[src/rtl/rtma_pkg.sv]
// rtma_pkg: shared types and constants for the right triangle magnitude and angle block
// word structs for both channels, stage payload struct, cordic arctangent table
// no dependencies
package rtma_pkg;

   localparam int LEG_BITS    = 16;
   localparam int GUARD_BITS  = 20;
   localparam int HYP_BITS    = LEG_BITS + 1;
   localparam int ANGLE_BITS  = 15;
   localparam int XY_BITS     = LEG_BITS + GUARD_BITS + 3;
   localparam int Z_BITS      = 25;
   localparam int REM_BITS    = 2 * LEG_BITS + 1;
   localparam int TRIAL_BITS  = REM_BITS + 2;
   localparam int TABLE_LEN   = 32;

   localparam logic [ANGLE_BITS-1:0] DEG90_Q8 = 15'd23040;
   localparam logic [Z_BITS-1:0] ROUND_HALF = 25'd128;

   // atan(2^-i) in degrees, q.16
   localparam logic signed [Z_BITS-1:0] ATAN_TABLE [TABLE_LEN] = '{
      25'sd2949120, 25'sd1740967, 25'sd919879, 25'sd466945,
      25'sd234379,  25'sd117304,  25'sd58666,  25'sd29335,
      25'sd14668,   25'sd7334,    25'sd3667,   25'sd1833,
      25'sd917,     25'sd458,     25'sd229,    25'sd115,
      25'sd57,      25'sd29,      25'sd14,     25'sd7,
      25'sd4,       25'sd2,       25'sd1,      25'sd0,
      25'sd0,       25'sd0,       25'sd0,      25'sd0,
      25'sd0,       25'sd0,       25'sd0,      25'sd0
   };

   typedef struct packed {
      logic [LEG_BITS-1:0] leg_a;
      logic [LEG_BITS-1:0] leg_b;
   } req_word_type;

   typedef struct packed {
      logic [HYP_BITS-1:0]   hyp_len;
      logic [ANGLE_BITS-1:0] angle_opp_b;
      logic [ANGLE_BITS-1:0] angle_opp_a;
      logic                  degenerate;
   } rsp_word_type;

   typedef struct packed {
      logic signed [XY_BITS-1:0] x;
      logic signed [XY_BITS-1:0] y;
      logic signed [Z_BITS-1:0]  z;
      logic [REM_BITS-1:0]       rem;
      logic [HYP_BITS-1:0]       root;
      logic                      a_zero;
      logic                      b_zero;
   } stage_type;

endpackage

[src/rtl/rtma_stage.sv]
// rtma_stage: one pipeline stage, one cordic vectoring step and one square root digit
// either step is skipped when the stage index lies past its count
// depends on rtma_pkg
module rtma_stage
   import rtma_pkg::*;
#(
   parameter int STEP       = 0,
   parameter int ITERATIONS = 18
) (
   input  logic      clock,
   input  logic      reset,
   input  logic      in_valid,
   input  stage_type in_data,
   output logic      out_valid,
   output stage_type out_data
);

   localparam bit DO_ROT  = (STEP < ITERATIONS);
   localparam bit DO_ROOT = (STEP < HYP_BITS);
   localparam int K       = DO_ROOT ? (HYP_BITS - 1 - STEP) : 0;
   localparam int TAB_IDX = (STEP < TABLE_LEN) ? STEP : 0;

   logic                      valid_ff;
   stage_type                 data_ff;
   stage_type                 data_in;
   logic signed [XY_BITS-1:0] x_cur;
   logic signed [XY_BITS-1:0] y_cur;
   logic signed [XY_BITS-1:0] x_shr;
   logic signed [XY_BITS-1:0] y_shr;
   logic [TRIAL_BITS-1:0]     trial;
   logic [TRIAL_BITS-1:0]     rem_wide;

   always_comb begin
      x_cur    = in_data.x;
      y_cur    = in_data.y;
      x_shr    = x_cur >>> STEP;
      y_shr    = y_cur >>> STEP;
      trial    = (TRIAL_BITS'(in_data.root) << (K + 1))
               + (TRIAL_BITS'(1) << (2 * K));
      rem_wide = TRIAL_BITS'(in_data.rem);
      data_in  = in_data;
      if (DO_ROT) begin
         if (y_cur > 0) begin
            data_in.x = x_cur + y_shr;
            data_in.y = y_cur - x_shr;
            data_in.z = in_data.z + ATAN_TABLE[TAB_IDX];
         end else begin
            data_in.x = x_cur - y_shr;
            data_in.y = y_cur + x_shr;
            data_in.z = in_data.z - ATAN_TABLE[TAB_IDX];
         end
      end
      if (DO_ROOT && (rem_wide >= trial)) begin
         data_in.rem  = in_data.rem - trial[REM_BITS-1:0];
         data_in.root = in_data.root | (HYP_BITS'(1) << K);
      end
   end

   always_ff @(posedge clock) begin
      if (reset) begin
         valid_ff <= 1'b0;
      end else begin
         valid_ff <= in_valid;
      end
   end

   always_ff @(posedge clock) begin
      data_ff <= data_in;
   end

   assign out_valid = valid_ff;
   assign out_data  = data_ff;

endmodule

[config.mk]
export PLATFORM = sky130hd
export DESIGN_NAME = rtma_stage
export DESIGN_NICKNAME = d
export VERILOG_FILES = /design/src/rtl/rtma_pkg.sv /design/src/rtl/rtma_stage.sv
export SDC_FILE = /design/constraint.sdc
export NUM_CORES = 1
export LEC_CHECK = 0
export BUFFER_PORTS_ARGS = -buffer_cell sky130_fd_sc_hd__buf_2
export CAP_MARGIN = 20
export CELL_PAD_IN_SITES_DETAIL_PLACEMENT = 0
export CELL_PAD_IN_SITES_GLOBAL_PLACEMENT = 1
export CORE_ASPECT_RATIO = 0.75
export CORE_MARGIN = 2
export CORE_UTILIZATION = 42
export CTS_CLUSTER_DIAMETER = 80
export DETAILED_ROUTE_END_ITERATION = 8
export GPL_ROUTABILITY_DRIVEN = 1
export GPL_TIMING_DRIVEN = 0
export MAX_ROUTING_LAYER = met4
export PLACE_DENSITY = 0.86
export SLEW_MARGIN = 0
export SYNTH_ARGS = -nofsm -noshare
export SYNTH_HDL_FRONTEND = slang
export SYNTH_SLANG_ARGS = --single-unit
[constraint.sdc]
create_clock -name clock -period 7.85 [get_ports clock]
set_input_delay 0.785 -clock clock [delete_from_list [all_inputs] [get_ports clock]]
set_output_delay 0.785 -clock clock [all_outputs]
set_load 0.02 [all_outputs]
Yosys cells after proc, flatten, opt, wreduce, memory -nomap -nowiden
Index checks and enable logic that the tools add are counted.
{ "word_totals": {"out_inout_bits": 156, "reg_bits": 156} }
{ "op_classes": {"order_cmp": 2, "mux": 2, "n_addsub": 7} }
{ "op_table": {"columns": ["operator", "count"], "rows": [
  ["103-bit two-way mux", 1],
  ["39-bit subtractor", 2],
  ["50-bit two-way mux", 1],
  ["39-bit adder", 1],
  ["39-bit by 1-bit greater-than comparator with 1-bit output (second input constant)", 1],
  ["34-bit by 33-bit adder with 35-bit output (second input constant)", 1],
  ["33-bit by 35-bit >= comparator with 1-bit output", 1],
  ["33-bit subtractor", 1],
  ["25-bit by 23-bit adder with 25-bit output (second input constant)", 1],
  ["25-bit by 23-bit subtractor with 25-bit output (second input constant)", 1]
]} }

Depth between registers and ports, before layout
Gate-level depths: netlist of run 1.
{ "depth": {"word_depth": 3, "ltp_mapped": 17} }

Worst setup path before layout of run 1
No wires, ideal clock.
{ "synth_path": {"kind": "input port to flip-flop", "from": "in in_data[101] in the netlist's numbering", "to": "reg data_ff (netlist bit out_data[76])", "slack_ns": 4.243, "path_stages": 17, "t_required_ns": 7.730, "arrival_time_ns": 3.487, "n_path_buf": 3, "path_cell_list": "nor4_1 -> nand4_1 -> nor3_1 -> or2_2 -> clkbuf_1 -> inv_1 -> clkbuf_1 -> buf_1 -> fa_1 -> inv_1 -> a21oi_1 -> o21ai_0 -> a21oi_1 -> o21bai_1 -> a21o_1 -> a21oi_1 -> xnor2_1"} }
{ "synth_lines": {"columns": ["element", "line_no", "rtl"], "rows": [
  ["start, declared", "rtma_stage.sv:13", "input stage_type in_data,"],
  ["end signal, assigned", "rtma_stage.sv:68", "data_ff <= data_in;"],
  ["end, declared", "rtma_stage.sv:24", "stage_type data_ff;"]
]} }

==> metrics.cfg, run 1 <==
[status]
status = completed

[clock_tree]
clk_pin_slew_ps = 80
cts_num_sinks = 155
cts_setup_buffers = 0
post_cts_resized = 0
cts_tree = done
clockRootBuffer = clkbuf_16
cts_made_buffers = 17
clock_path_buffers = 2
h-tree-depth = 4
cts_hold_buf = 0

[critical_path]
end_kind = flip-flop
worst-setup-path-type = primary input to flip-flop
worstPathMaxFanout = 13
worstSetupStartpointType = primary input
cp.arrival_ps = 5830
cp-startpoint = in_data[92]
critPathRequiredTime_ps = 8220

[logic_synthesis]
synth.top_cell.area_share = 0.274
syn_avg_cell_area_um2 = 7.95
synth.area.top_cells = dfxtp_1 27%, ha_1 16%, a21oi_1 8.1%
synth_cell_type_count = 70
netlist_area_mm2 = 0.0113
ys.flop_type = dfxtp_1
synth.most_common_cell = a21oi_1
async_flop_share = 0
syn_inst = 1424
synth-edff-count = 0
synthesis.nets = 1730
yosysWarnings = 0
synthTopCellsByCount = 183 x a21oi_1, 155 x dfxtp_1, 147 x inv_1
yosysTopAreaCell = dfxtp_1
synth-seq-cells = 155
ys_seq_area_frac = 0.274

[finish]
fill_cells = 2656
fin_util = 0.522
areaGrowthSynthToFinish_pct = 23.2
nets = 2062
layout-drive-gt1-share = 0.209

[pwr]
peakVddDrop_mv = 0.206
p_leak_uw = 0.00670
p_per_area_mw_per_mm2 = 207

[sta]
relSlewSlack = 0.248
finalSetupViolations = 0
tns_ps = 0
finalMaxSlewViolations = 0
tightest_slew_ps = 1130
period_minus_slack_ps = 5460
rsz0062_at_grt = no
fmax_mhz = 183
hold_viol_final = 0
period_share = 0.695

[worst_hold_path]
whs_endpoint = out_data[59]$_DFF_P_
hold_class = primary input to flip-flop
hp-start = in_data[59]
hold_depth = 1

[global_routing]
grt_max_degree = 20
overflow = 0
grtUsageTotal = 0.313
grt_antenna_before_repair = 1
grt_pass1_vias = 11201
grt_pass1_wl_mm = 66.5

[placement]
place.gp.congestion = 0.993
port_buffers = 313
dp_hpwl_mm = 36.0

[drt]
route.detailed.drc = 0
drt-total-wl_mm = 44.4
vias = 11835
via_per_inst = 5.58
ant_nets = 0
drt_iter0_drc = 1233
routedWlPerCell_um = 20.9
drtPass1Iterations = 5

[die]
core_area_mm2 = 0.0267
design.die.area_mm2 = 0.0283
start_util = 0.423
die_h_um = 146
io_pins = 314
rows = 52
die_x_um = 194

[job]
cap_viol_max_count = 0

==> state kept, by name, summed over array words and instances, names as in the netlist <==
| register | cells |
|---|---|
| out_data | 154 |
| out_valid | 1 |
==> cell type report <==
| type | instances | area, µm² | share of cell area |
|---|---|---|---|
| clock buffer | 17 | 425 | 0.0305 |
| timing repair buffer | 313 | 1570 | 0.112 |
| inverter | 147 | 552 | 0.0396 |
| buffer | 56 | 214 | 0.0153 |
| sequential | 155 | 3100 | 0.223 |
| antenna | 1 | 2.50 | 0.000179 |
| clock inverter | 15 | 195 | 0.0140 |
| tap | 351 | 439 | 0.0315 |
| multi-input combinational | 1066 | 7450 | 0.534 |
==> worst max-delay path by stage <==
stage	to	slack, ps	depth (start not counted)
2_1_floorplan	out_data[76]$_DFF_P_	4240	17
3_3_place_gp	out_data[75]$_DFF_P_	2230	16
3_5_place_dp	out_data[75]$_DFF_P_	2220	16
4_1_cts	out_data[75]$_DFF_P_	2660	16
5_1_grt	out_data[75]$_DFF_P_	2120	16
6_report	out_data[75]$_DFF_P_	2390	16
==> per-stage QoR <==
| stage | total power, µW | worst slack [ps] | area (µm²) | hold slack (ps) | instances |
|---|---|---|---|---|---|
| 2_1_floorplan | 1630 | 4240 | 11300 | 813 | 1424 |
| 3_3_place_gp | 2020 | 2230 | 13300 | 888 | 2088 |
| 3_5_place_dp | 2020 | 2220 | 13300 | 889 | 2088 |
| 4_1_cts | 2890 | 2660 | 13900 | 424 | 2120 |
| 5_1_grt | 3020 | 2120 | 13900 | 423 | 2121 |
| 6_report | 2880 | 2390 | 13900 | 437 | 2121 |
==> logic make-up (layout without fill, tap and decap cells) <==
logic type | Yosys count | in the layout | share of synthesized area
other cells | 0 | 1 | 0
flops | 155 | 155 | 0.274
fa+ha+maj | 148 | 148 | 0.167
xor+xnor | 95 | 95 | 0.0735
mux | 13 | 13 | 0.0116
compound gates | 478 | 478 | 0.262
simple gates | 332 | 332 | 0.144
buf+inv | 203 | 548 | 0.0677
==> where the power goes <==
part	leakage [µW]	internal, µW	total, µW	switching, µW
Combinational	0.00509	365	1080	716
Clock	0.000297	435	860	425
Sequential	0.00131	914	943	29.0
==> layer usage <==
| metal | vias up | global-route usage | routed length (µm) |
|---|---|---|---|
| met1 | 5481 | 0.446 | 20500 |
| met5 | - | - | 0 |
| met4 | 0 | 0.0672 | 621 |
| li1 | 5652 | - | - |
| met2 | 647 | 0.455 | 18800 |
| met3 | 55 | 0.0649 | 4430 |
==> worst max-delay path: stages <==
cell and delay (ps):
buf_2 130, nor4_1 910, nand4_1 210, nor3_1 320
or2_2 170, clkbuf_1 140, clkbuf_1 710, buf_1 900
ha_1 390, a21o_1 160, a21oi_1 190, o21ai_0 130
a21oi_1 240, o21bai_1 100, a21oi_1 200, xnor2_1 130
==> layout by cell type, fill, tap and decap left out, types with 30 or more instances in the layout <==
master / Yosys / routed
a21o_1: 30 / 30
a21oi_1: 183 / 183
buf_2: 0 / 313
clkbuf_1: 41 / 41
dfxtp_1: 155 / 155
ha_1: 143 / 143
inv_1: 147 / 147
nand2_1: 77 / 77
nor2_1: 107 / 107
o21ai_0: 98 / 98
xnor2_1: 72 / 72
No activity file was read; power rests on OpenSTA's default activity.
==> inputs of run 2 (changes only) <==
Settings changed: CORE_UTILIZATION 42 to 35, PLACE_DENSITY 0.86 to 0.77.
Clock period 7.85 ns to 5 ns, I/O delays scaled along.
==> run 2 against run 1 <==
Sequential power grew 58%. Total power grew 57%. Largest power group unchanged. First-iteration DRC count shrank 3.0%. Worst setup slack lost 2400 ps. Clock power grew 56%. Wire length grew 2.4%. Flip-flop and latch count is the same.
==> metrics.cfg, run 2 (synthesis results as in run 1) <==
[status]
status = completed

[pwr]
switching_power_uw = 1840
p_int_uw = 2690
p_leak_uw = 0.00670
switching_share = 0.406
p_comb_frac = 0.376
p_per_area_mw_per_mm2 = 323
peakVddDrop_mv = 0.179
p_clk_frac = 0.296
p_seq_frac = 0.328

[die]
core_area_mm2 = 0.0315
design.die.area_mm2 = 0.0338
io_pins = 314
rows = 56
die_h_um = 160
start_util = 0.359
die_x_um = 212

[job]
cap_viol_max_count = 0

[sta]
finalMaxSlewViolations = 0
fmax_mhz = 201
timing.hold.ws_ps = 129
rsz0062_at_grt = no
tns_ps = 0
relSlewSlack = 0.270
tightest_slew_ps = 1090
setup_slack_ps = 21.8
hold_viol_final = 0
period_share = 0.996
finalSetupViolations = 0
period_minus_slack_ps = 4980

[drt]
vias = 11916
drt-total-wl_mm = 45.5
route.detailed.drc = 0
routedWlPerCell_um = 20.9
drt_iter0_drc = 1196
via_per_inst = 5.47
drtPass1Iterations = 6
ant_nets = 0

[global_routing]
overflow = 0
grt_max_degree = 20
grt_pass1_wl_mm = 67.1
grt_pass1_vias = 11145
grt_antenna_before_repair = 3
grtUsageTotal = 0.271

[clock_tree]
post_cts_resized = 2
h-tree-depth = 4
cts_tree = done
cts_setup_buffers = 0
clk_pin_slew_ps = 80
cts_hold_buf = 0
clock_path_buffers = 2
clockRootBuffer = clkbuf_16
cts_made_buffers = 17
cts_num_sinks = 155

[finish]
layout-drive-gt1-share = 0.210
multi_input_area_mm2 = 0.00745
largest_reg_flops = 154
final_cells = 2177
most-common-layout-cells = 313 x buf_2, 183 x a21oi_1, 155 x dfxtp_1
fin_util = 0.445
layout_commonest_cell = buf_2
fill_cells = 3280
nets = 2062
regArea_mm2 = 0.00310
areaGrowthSynthToFinish_pct = 23.9

[critical_path]
worstPathMaxFanout = 13
critPathRequiredTime_ps = 5360
cp.arrival_ps = 5340
worstSetupStartpointType = primary input
worst-setup-path-type = primary input to flip-flop
end_kind = flip-flop

[placement]
dp_hpwl_mm = 37.4
pre_cts_ws_ps = -533
placedCellCount = 2143
place.gp.congestion = 0.965
port_buffers = 313

[worst_hold_path]
hold_depth = 1
hold_class = primary input to flip-flop
whs_endpoint = out_data[61]$_DFF_P_
hp-start = in_data[61]

run 2: final cells by class:
cell class / count / area share
diodes: 2 / 0.000357
plain buffers: 56 / 0.0154
clock buffers: 17 / 0.0303
clock inverters: 15 / 0.0134
inverters: 147 / 0.0394
multi-input cells: 1066 / 0.532
flip-flops and latches: 155 / 0.221
well taps: 406 / 0.0362
repair buffers: 313 / 0.112
run 2: worst max-delay path, stage by stage:
cell and delay (ps):
buf_2 130, nor4_1 910, nand4_1 300, nor3_1 300
or2_2 150, clkbuf_1 140, inv_1 120, clkbuf_1 400
buf_1 580, fa_1 590, inv_1 70, a21oi_1 50
o21ai_0 260, a21oi_1 140, o21bai_1 220, a21o_1 150
a21oi_1 70, xnor2_1 230
run 2: per-layer routing:
metal  track usage  vias up  share of wire  wire (µm)
met2         0.380      618           0.41      18700
met3        0.0692       46          0.097       4420
li1              -     5656              -          -
met4        0.0647        0          0.015        667
met5             -        -              0          0
met1         0.384     5596           0.48      21700
run 2: per-stage QoR:
stage	cell area, µm²	total power, µW
after floorplan	11300	2560
after global placement	13400	3180
after detailed placement	13400	3180
after CTS	14000	4540
after global routing	14000	4750
final	14000	4530
run 2: power groups by stage:
stage	clock network [µW]	logic [µW]	registers (µW)
2_1_floorplan	0	782	1770
3_3_place_gp	0	1670	1510
3_5_place_dp	0	1660	1520
4_1_cts	1380	1680	1490
5_1_grt	1420	1820	1500
6_report	1340	1700	1490
run 2: how the worst max path moves through the flow:
| stage | start | endpoint | cells past startpoint |
|---|---|---|---|
| detailed placement | in_data[92] | out_data[75]$_DFF_P_ | 16 |
| finish | in_data[102] | out_data[76]$_DFF_P_ | 18 |
| global route | in_data[102] | out_data[76]$_DFF_P_ | 18 |
| global placement | in_data[92] | out_data[75]$_DFF_P_ | 16 |
| floorplan | in_data[101] | out_data[76]$_DFF_P_ | 17 |
| CTS | in_data[102] | out_data[75]$_DFF_P_ | 16 |
==> inputs of run 3 (changes only) <==
Settings changed: CORE_UTILIZATION 35 to 36, CTS_BUF_LIST set to sky130_fd_sc_hd__clkbuf_4 sky130_fd_sc_hd__clkbuf_8, PLACE_DENSITY 0.77 to 0.79.
==> run 3 against run 2 <==
Critical path depth unchanged. Critical endpoint unchanged. Final cell count about the same. Via count about the same. Clock-buffer cell count unchanged. Hold slack worse by 64 ps. Design area down 1.4%. Total power down 6.3%. Sequential power about the same. Sequential share of layout area up 0.31 points. Wire length up 1.3%.
==> metrics.cfg, run 3 (synthesis results as in run 1) <==
[placement]
port_buffers = 313
placedCellCount = 2143
dp_hpwl_mm = 37.7
pre_cts_ws_ps = -363
place.gp.congestion = 0.990

[die]
die_h_um = 158
design.die.area_mm2 = 0.0329
rows = 56
start_util = 0.364
io_pins = 314
die_x_um = 209
core_area_mm2 = 0.0311

[drt]
via_per_inst = 5.48
vias = 11912
route.detailed.drc = 0
drt-total-wl_mm = 46.0
drtPass1Iterations = 5
routedWlPerCell_um = 21.2
drt_iter0_drc = 1236
ant_nets = 0

[finish]
fill_cells = 3229
multi_input_area_mm2 = 0.00745
num_antenna_cells = 0
most-common-layout-cells = 313 x buf_2, 183 x a21oi_1, 155 x dfxtp_1
final_cells = 2175
layout-drive-gt1-share = 0.209
regArea_mm2 = 0.00310
largest_reg_flops = 154
areaGrowthSynthToFinish_pct = 22.1
nets = 2062
layout_commonest_cell = buf_2
fin_util = 0.444

[worst_hold_path]
hold_depth = 1
whs_endpoint = out_data[52]$_DFF_P_
hold_class = primary input to flip-flop
hp-start = in_data[52]

[clock_tree]
clockRootBuffer = clkbuf_8
post_cts_resized = 0
cts_hold_buf = 0
cts_num_sinks = 155
clk_pin_slew_ps = 110
h-tree-depth = 4
cts_made_buffers = 17
clock_path_buffers = 2
cts_setup_buffers = 0
cts_tree = done

[critical_path]
critPathRequiredTime_ps = 5420
worstSetupStartpointType = primary input
worstPathMaxFanout = 13
cp.arrival_ps = 5110
worst-setup-path-type = primary input to flip-flop
end_kind = flip-flop

[pwr]
peakVddDrop_mv = 0.182
p_leak_uw = 0.00662
p_per_area_mw_per_mm2 = 307

[global_routing]
grt_pass1_vias = 11281
overflow = 0
grt_max_degree = 19
grt_antenna_before_repair = 1
grt_pass1_wl_mm = 68.3
grtUsageTotal = 0.284

[sta]
period_minus_slack_ps = 4690
finalSetupViolations = 0
tightest_slew_ps = 1090
period_share = 0.938
hold_viol_final = 0
relSlewSlack = 0.268
timing.hold.ws_ps = 64.3
tns_ps = 0
rsz0062_at_grt = no
finalMaxSlewViolations = 0
setup_slack_ps = 309
fmax_mhz = 213

[status]
status = completed

[job]
cap_viol_max_count = 0

==> run 3: cell types whose count changed in the layout (fill, tap and decap cells not counted) <==
cell	delta
diode_2	-2
clkbuf_16	-17
inv_6	+2
nor4_1	+1
clkbuf_8	+17
nor4_2	-1
bufinv_16	+1
clkinv_8	-2
clkinv_4	-1
==> run 3: worst max-delay path by stage <==
stage	startpoint	endpoint	cells after the start
after floorplan	in_data[101]	out_data[76]$_DFF_P_	17
after global placement	in_data[92]	out_data[75]$_DFF_P_	16
after detailed placement	in_data[92]	out_data[75]$_DFF_P_	16
after CTS	in_data[92]	out_data[75]$_DFF_P_	16
after global routing	in_data[92]	out_data[76]$_DFF_P_	18
final	in_data[92]	out_data[76]$_DFF_P_	18
==> run 3: area by class of cell <==
| cell class | count | share of cell area |
|---|---|---|
| buffer | 56 | 0.0156 |
| clock buffer | 17 | 0.0169 |
| clock inverter | 15 | 0.0140 |
| inverter | 147 | 0.0399 |
| multi-input combinational | 1066 | 0.539 |
| sequential | 155 | 0.225 |
| tap | 406 | 0.0368 |
| timing repair buffer | 313 | 0.113 |
==> run 3: critical path, stage by stage <==
cell and delay [ps]:
buf_2 130, nor4_1 930, nand4_1 270, nor3_1 270, or2_2 150, clkbuf_1 140
inv_1 120, clkbuf_1 380, buf_1 530, fa_1 580, inv_1 70, a21oi_1 60
o21ai_0 260, a21oi_1 120, o21bai_1 240, a21o_1 160, a21oi_1 70, xnor2_1 120
==> run 3: metrics by stage <==
| stage | power (µW) | instance area [µm²] |
|---|---|---|
| after CTS | 4250 | 13800 |
| after detailed placement | 3180 | 13400 |
| final | 4240 | 13800 |
| after global routing | 4470 | 13800 |
| after global placement | 3180 | 13400 |
| after floorplan | 2560 | 11300 |
==> run 3: where the power goes <==
part	total, µW	internal, µW	switching (µW)	leakage [µW]
Combinational	1700	574	1130	0.00510
Clock	1060	432	623	0.000212
Sequential	1490	1440	52.4	0.00131
==> run 3: metal layers <==
layer,part of all wire,GRT usage,vias up
li1,-,-,5663
met5,0,-,-
met1,0.48,0.407,5596
met3,0.091,0.0646,56
met2,0.41,0.400,597
met4,0.017,0.0653,0
